$ cat config.mk
export PLATFORM = sky130hd
export DESIGN_NAME = ppdf_ctrl
export DESIGN_NICKNAME = d
export VERILOG_FILES = /design/src/hdl/ppdf_pkg.sv /design/src/hdl/ppdf_ctrl.sv
export VERILOG_INCLUDE_DIRS = /design/src /design/src/hdl
export SDC_FILE = /design/constraint.sdc
export NUM_CORES = 1
export LEC_CHECK = 0
export BUFFER_PORTS_ARGS = -buffer_cell sky130_fd_sc_hd__buf_2
export CAP_MARGIN = 15
export CORE_MARGIN = 1.5
export CORE_UTILIZATION = 35
export CTS_CLUSTER_DIAMETER = 40
export DETAILED_ROUTE_END_ITERATION = 8
export PLACE_DENSITY = 0.62
export SETUP_SLACK_MARGIN = 0.05
export SYNTH_ARGS = -nofsm -noshare
export SYNTH_HDL_FRONTEND = slang
export SYNTH_SLANG_ARGS = --single-unit
$ cat constraint.sdc
create_clock -name i_clk -period 2.85 [get_ports i_clk]
set_input_delay 0 -clock i_clk [delete_from_list [all_inputs] [get_ports i_clk]]
set_output_delay 0 -clock i_clk [all_outputs]
set_load 0.02 [all_outputs]
$ cat src/hdl/per_path_delta_filter_assert.svh
// Assertion macros shared by the filter RTL.
`ifndef PER_PATH_DELTA_FILTER_ASSERT_SVH
`define PER_PATH_DELTA_FILTER_ASSERT_SVH
`ifndef SYNTHESIS
`define AST_NEVER(lbl, clk, rstn, expr) \
    lbl: assert property (@(posedge clk) disable iff (!rstn) !(expr)) \
        else $error("filter assertion failed");
`define AST_IMPL(lbl, clk, rstn, ante, cons) \
    lbl: assert property (@(posedge clk) disable iff (!rstn) (ante) |-> (cons)) \
        else $error("filter assertion failed");
`define AST_NEXT(lbl, clk, rstn, ante, cons) \
    lbl: assert property (@(posedge clk) disable iff (!rstn) (ante) |=> (cons)) \
        else $error("filter assertion failed");
`else
`define AST_NEVER(lbl, clk, rstn, expr)
`define AST_IMPL(lbl, clk, rstn, ante, cons)
`define AST_NEXT(lbl, clk, rstn, ante, cons)
`endif
`endif

$ cat src/hdl/ppdf_pkg.sv
`timescale 1ns / 1ps
package ppdf_pkg;
    localparam logic [1:0] TIER_FULL = 2'd0;
    localparam logic [1:0] TIER_RATE = 2'd1;
    localparam logic [1:0] TIER_CHG  = 2'd2;
    localparam logic [1:0] TIER_META = 2'd3;

    localparam logic [1:0] CFG_TIER = 2'd0;
    localparam logic [1:0] CFG_MAXU = 2'd1;
    localparam logic [1:0] CFG_MINC = 2'd2;

    localparam logic [1:0] ST_OK   = 2'd0;
    localparam logic [1:0] ST_FULL = 2'd1;
    localparam logic [1:0] ST_LONG = 2'd2;

    localparam logic [31:0] WINDOW_MS = 32'd1000;

    typedef enum logic [3:0] {
        S_IDLE, S_DECIDE, S_SRD, S_SCMP, S_ERD, S_EACT, S_CRD, S_CCMP, S_YRD, S_YWR
    } t_state;

    typedef enum logic [4:0] {
        OP_NONE, OP_ACCEPT, OP_SRCH_RD, OP_SRCH_NEXT, OP_HIT, OP_ALLOC, OP_ENT_RD,
        OP_SET_PEND, OP_RATE, OP_QCLR, OP_CMP_INIT, OP_CMP_RD, OP_CMP_STEP,
        OP_CPY_INIT, OP_CPY_RD, OP_CPY_WR, OP_SAVE_LEN
    } t_op;

    typedef enum logic [2:0] {
        RES_FWD, RES_DROP, RES_FULL, RES_LONG, RES_QUERY, RES_QZERO, RES_RATE
    } t_res;

    typedef struct packed {
        t_op  op;
        logic emit;
        t_res res;
    } t_ctl;

    typedef struct packed {
        logic       acc_end;
        logic       is_q;
        logic [1:0] tier;
        logic       too_long;
        logic       idx_end;
        logic       full;
        logic       key_hit;
        logic       old_zero;
        logic       cmp_end;
        logic       thresh_ok;
        logic       cpy_end;
    } t_sts;
endpackage

$ cat src/hdl/ppdf_ctrl.sv
`timescale 1ns / 1ps
`include "per_path_delta_filter_assert.svh"
module ppdf_ctrl (
    input  logic            i_clk,
    input  logic            i_rst_n,
    input  logic            i_start,
    input  ppdf_pkg::t_sts  i_sts,
    output ppdf_pkg::t_ctl  o_ctl,
    output logic            o_busy
);
    import ppdf_pkg::*;

    t_state r_state, n_state;

    always_ff @(posedge i_clk) begin
        if (!i_rst_n) begin
            r_state <= S_IDLE;
        end else begin
            r_state <= n_state;
        end
    end

    always_comb begin
        n_state = r_state;
        o_ctl   = '{op: OP_NONE, emit: 1'b0, res: RES_DROP};
        unique case (r_state)
            S_IDLE: begin
                if (i_start) begin
                    o_ctl.op = OP_ACCEPT;
                    if (i_sts.acc_end) n_state = S_DECIDE;
                end
            end
            S_DECIDE: begin
                if (i_sts.is_q) begin
                    if (i_sts.tier != TIER_META) begin
                        o_ctl.emit = 1'b1;
                        o_ctl.res  = RES_QZERO;
                        n_state    = S_IDLE;
                    end else begin
                        n_state = S_SRD;
                    end
                end else if (i_sts.tier == TIER_FULL) begin
                    o_ctl.emit = 1'b1;
                    o_ctl.res  = RES_FWD;
                    n_state    = S_IDLE;
                end else if (i_sts.tier == TIER_CHG && i_sts.too_long) begin
                    o_ctl.emit = 1'b1;
                    o_ctl.res  = RES_LONG;
                    n_state    = S_IDLE;
                end else begin
                    n_state = S_SRD;
                end
            end
            S_SRD: begin
                if (i_sts.idx_end) begin
                    if (i_sts.is_q) begin
                        o_ctl.emit = 1'b1;
                        o_ctl.res  = RES_QZERO;
                        n_state    = S_IDLE;
                    end else if (i_sts.full) begin
                        o_ctl.emit = 1'b1;
                        o_ctl.res  = RES_FULL;
                        n_state    = S_IDLE;
                    end else begin
                        o_ctl.op = OP_ALLOC;
                        n_state  = S_ERD;
                    end
                end else begin
                    o_ctl.op = OP_SRCH_RD;
                    n_state  = S_SCMP;
                end
            end
            S_SCMP: begin
                if (i_sts.key_hit) begin
                    o_ctl.op = OP_HIT;
                    n_state  = S_ERD;
                end else begin
                    o_ctl.op = OP_SRCH_NEXT;
                    n_state  = S_SRD;
                end
            end
            S_ERD: begin
                o_ctl.op = OP_ENT_RD;
                n_state  = S_EACT;
            end
            S_EACT: begin
                if (i_sts.is_q) begin
                    o_ctl.op   = OP_QCLR;
                    o_ctl.emit = 1'b1;
                    o_ctl.res  = RES_QUERY;
                    n_state    = S_IDLE;
                end else if (i_sts.tier == TIER_RATE) begin
                    o_ctl.op   = OP_RATE;
                    o_ctl.emit = 1'b1;
                    o_ctl.res  = RES_RATE;
                    n_state    = S_IDLE;
                end else if (i_sts.tier == TIER_META) begin
                    o_ctl.op   = OP_SET_PEND;
                    o_ctl.emit = 1'b1;
                    o_ctl.res  = RES_DROP;
                    n_state    = S_IDLE;
                end else if (i_sts.old_zero) begin
                    o_ctl.op = OP_CPY_INIT;
                    n_state  = S_YRD;
                end else begin
                    o_ctl.op = OP_CMP_INIT;
                    n_state  = S_CRD;
                end
            end
            S_CRD: begin
                if (i_sts.cmp_end) begin
                    if (i_sts.thresh_ok) begin
                        o_ctl.op = OP_CPY_INIT;
                        n_state  = S_YRD;
                    end else begin
                        o_ctl.emit = 1'b1;
                        o_ctl.res  = RES_DROP;
                        n_state    = S_IDLE;
                    end
                end else begin
                    o_ctl.op = OP_CMP_RD;
                    n_state  = S_CCMP;
                end
            end
            S_CCMP: begin
                o_ctl.op = OP_CMP_STEP;
                n_state  = S_CRD;
            end
            S_YRD: begin
                if (i_sts.cpy_end) begin
                    o_ctl.op   = OP_SAVE_LEN;
                    o_ctl.emit = 1'b1;
                    o_ctl.res  = RES_FWD;
                    n_state    = S_IDLE;
                end else begin
                    o_ctl.op = OP_CPY_RD;
                    n_state  = S_YWR;
                end
            end
            S_YWR: begin
                o_ctl.op = OP_CPY_WR;
                n_state  = S_YRD;
            end
            default: n_state = S_IDLE;
        endcase
    end

    assign o_busy = (r_state != S_IDLE);

    `AST_NEXT(a_emit_idle, i_clk, i_rst_n, o_ctl.emit, r_state == S_IDLE)
    `AST_IMPL(a_accept_idle, i_clk, i_rst_n, o_ctl.op == OP_ACCEPT, !o_busy)
    `AST_IMPL(a_emit_busy, i_clk, i_rst_n, o_ctl.emit, o_busy)
endmodule

==> flow_metrics.py <==
metrics = {
    "floorplan": {
        "rows": 16,
        "die-area_sq_mm": 0.002329,
        "fp.dieW_um": 48.26,
        "die_y_um": 48.26,
        "top_level_ports": 25,
        "coreArea_sq_mm": 0.001942,
        "start_util": 0.3692,
    },
    "synthesis": {
        "synthesis.area_sq_um": 716.9,
        "synth-edff-count": 0,
        "ys_seq_elements": 4,
        "async_flop_share": 0,
        "synth.avg_cell_area_sq_um": 7.098,
        "synth_cell_types": 47,
        "ys_top_cells_by_count": "10 x nand2_1, 8 x o21ai_0, 7 x nand3_1",
        "yosys-top-cells-area": "dfxtp_1 11%, o21ai_0 5.6%, nand2_1 5.2%",
        "netlist.top_cell.by_area": "dfxtp_1",
        "yosysWarnings": 0,
        "yosysMostFrequentCell": "nand2_1",
        "yosysSeqAreaShare": 0.1117,
        "syn-num-nets": 116,
        "synth_top_area_frac": 0.1117,
        "synthCells": 101,
        "synthFlopType": "dfxtp_1",
    },
    "sta": {
        "hold_viol_final": 0,
        "fin_crit_ns": 1.941,
        "slew_headroom": 0.5911,
        "fmax_ghz": 0.5152,
        "rsz0062_at_grt": "no",
        "setup_viol": 0,
        "setup-tns-final_ns": 0,
        "clock_skew_ns": 0.002296,
        "period_share": 0.6811,
        "worst_pin_slew_ns": 0.6125,
        "hold_ws_ns": 0.08458,
        "drv_slew": 0,
    },
    "clock_tree": {
        "cts_resized": 0,
        "clkSinkCount": 4,
        "post_cts_buffers": 0,
        "cts_buffers": 3,
        "clock_latency_ns": 0.23,
        "clockBufferDepth": 2,
        "path_clk_slew_ns": 0.04,
        "postCtsHoldBufs": 0,
        "clockRootBuffer": "clkbuf_4",
        "cts_tree": "built",
        "htree_levels": 1,
    },
    "finish": {
        "multiInputGateArea_sq_um": 561.8,
        "drive_above_1_share": 0.3140,
        "regArea_sq_um": 80.08,
        "top_register": "r_state",
        "area_delta_synth_final_pct": 17.10,
        "fillers": 226,
        "largest_reg_flops": 4,
        "fin_nets": 138,
        "diodes": 0,
        "reg.largest.list": "r_state (4)",
        "fin_util": 0.4323,
    },
    "grt": {
        "grt_max_degree": 19,
        "grt_pass1_vias": 708,
        "grt_overflow": 0,
        "grt_first_pass_wirelength_um": 3132,
        "track_usage": 0.1860,
        "antenna_found_initial": 0,
    },
    "placed_design": {
        "dp_hpwl_um": 1538,
        "port_buffers": 24,
        "place.gp.congestion": 0.8656,
    },
    "worst_setup_path": {
        "cpMaxStageDelayCell": "dfxtp_1",
        "path_max_fanout": 18,
        "cp_top_family": "flip-flops",
        "critPathArrivalTime_ns": 1.94,
        "crit_required_ns": 2.85,
        "cpPeakStageDelay_ns": 0.70,
        "start_kind": "flip-flop",
        "path_cells": "and2b_1, and3_1, nand2_1, a311oi_1, buf_2",
        "path_buf_inv": 1,
        "crit_type": "reg -> out",
        "crit_path_end_kind": "output port",
    },
    "detailed_routing": {
        "wl_per_cell_um": 13.55,
        "viasPerCell": 5.804,
        "dr.pass1.iters": 4,
        "wl_um": 2006,
        "vias": 859,
        "drt_iter0_markers": 15,
        "ant_nets": 0,
        "drcViolationCount": 0,
    },
    "worst_hold_path": {
        "hp-class": "in -> reg",
    },
    "power_and_ir_drop": {
        "ir_worst_vdd_mv": 0.1530,
        "leakagePower_nw": 0.3662,
        "pwr_density_cell_mw_per_mm2": 238.5,
        "total_power_mw": 0.2002,
    },
    "status": {
        "status": "finished, final reports clean",
    },
    "run": {
        "maxCapViolCount": 0,
    },
}
==> worst reg2reg max path: cells and delay by family, from the launching register on <==
kind            cells  cell delay (ns)
compound gates      3             0.70
flops               1             0.70
simple gates        1             0.17
==> kinds of logic (layout without fill, tap and decap cells) <==
logic type | count (synthesis) | after routing | synth area share
simple gates | 45 | 45 | 0.3787
mux | 1 | 1 | 0.01571
buf+inv | 12 | 32 | 0.1047
xor+xnor | 1 | 1 | 0.01222
compound gates | 38 | 38 | 0.3770
flops | 4 | 4 | 0.1117
==> path summary, 6_finish.rpt <==
check        slack [ns]  depth (start not counted)    endpoint  startpoint
max                0.91                          5    o_ctl[1]  r_state[1]
min                0.08                          3  r_state[3]    i_sts[3]
max reg2reg        1.19                          4  r_state[1]  r_state[1]
min reg2reg        0.81                          3  r_state[0]  r_state[3]
==> routing by layer <==
| layer | share of wire | global-route usage |
|---|---|---|
| met3 | 0.072 | 0.02222 |
| met2 | 0.43 | 0.2711 |
| met4 | 0.015 | 0.04865 |
| met1 | 0.49 | 0.2848 |
| met5 | 0 | 0 |
==> through the flow <==
step           instance area [sq um]  cells  setup slack [ns]
2_1_floorplan                  716.9    101             1.369
3_3_place_gp                   817.0    145             1.153
5_1_grt                        839.6    148            0.7481
3_5_place_dp                   817.0    145             1.183
6_report                       839.6    148            0.9088
4_1_cts                        839.6    148            0.9298
==> power breakdown <==
group          switching (mW)  leakage, nW  internal (mW)
registers             0.00607       0.0324         0.0579
clock network          0.0212       0.0138         0.0470
logic                  0.0401        0.320         0.0280
==> layout by cell type (no fill, tap or decap), types with 2 or more instances in the layout <==
cell type | synthesis | routed
o21ai_0 | 8 | 8
nor2_2 | 2 | 2
a22oi_1 | 3 | 3
nor2_1 | 3 | 3
nor2b_1 | 3 | 3
clkbuf_4 | 0 | 3
inv_1 | 4 | 4
a32oi_1 | 2 | 2
o21a_1 | 2 | 2
and3_1 | 2 | 2
dfxtp_1 | 4 | 4
nand2b_1 | 3 | 3
nand3_1 | 7 | 7
buf_2 | 1 | 24
nand3b_1 | 2 | 2
and2b_1 | 2 | 2
nand4_1 | 3 | 3
a2bb2oi_1 | 2 | 2
a21oi_1 | 6 | 6
o21bai_1 | 2 | 2
nand2_1 | 10 | 10
==> final cells by class <==
class	count	share of cell area
clock buffers	3	0.02683
well taps	27	0.04024
multi-input cells	85	0.6692
inverters	5	0.02534
repair buffers	24	0.1431
flip-flops and latches	4	0.09538
Power figures use the tool's default switching activity.
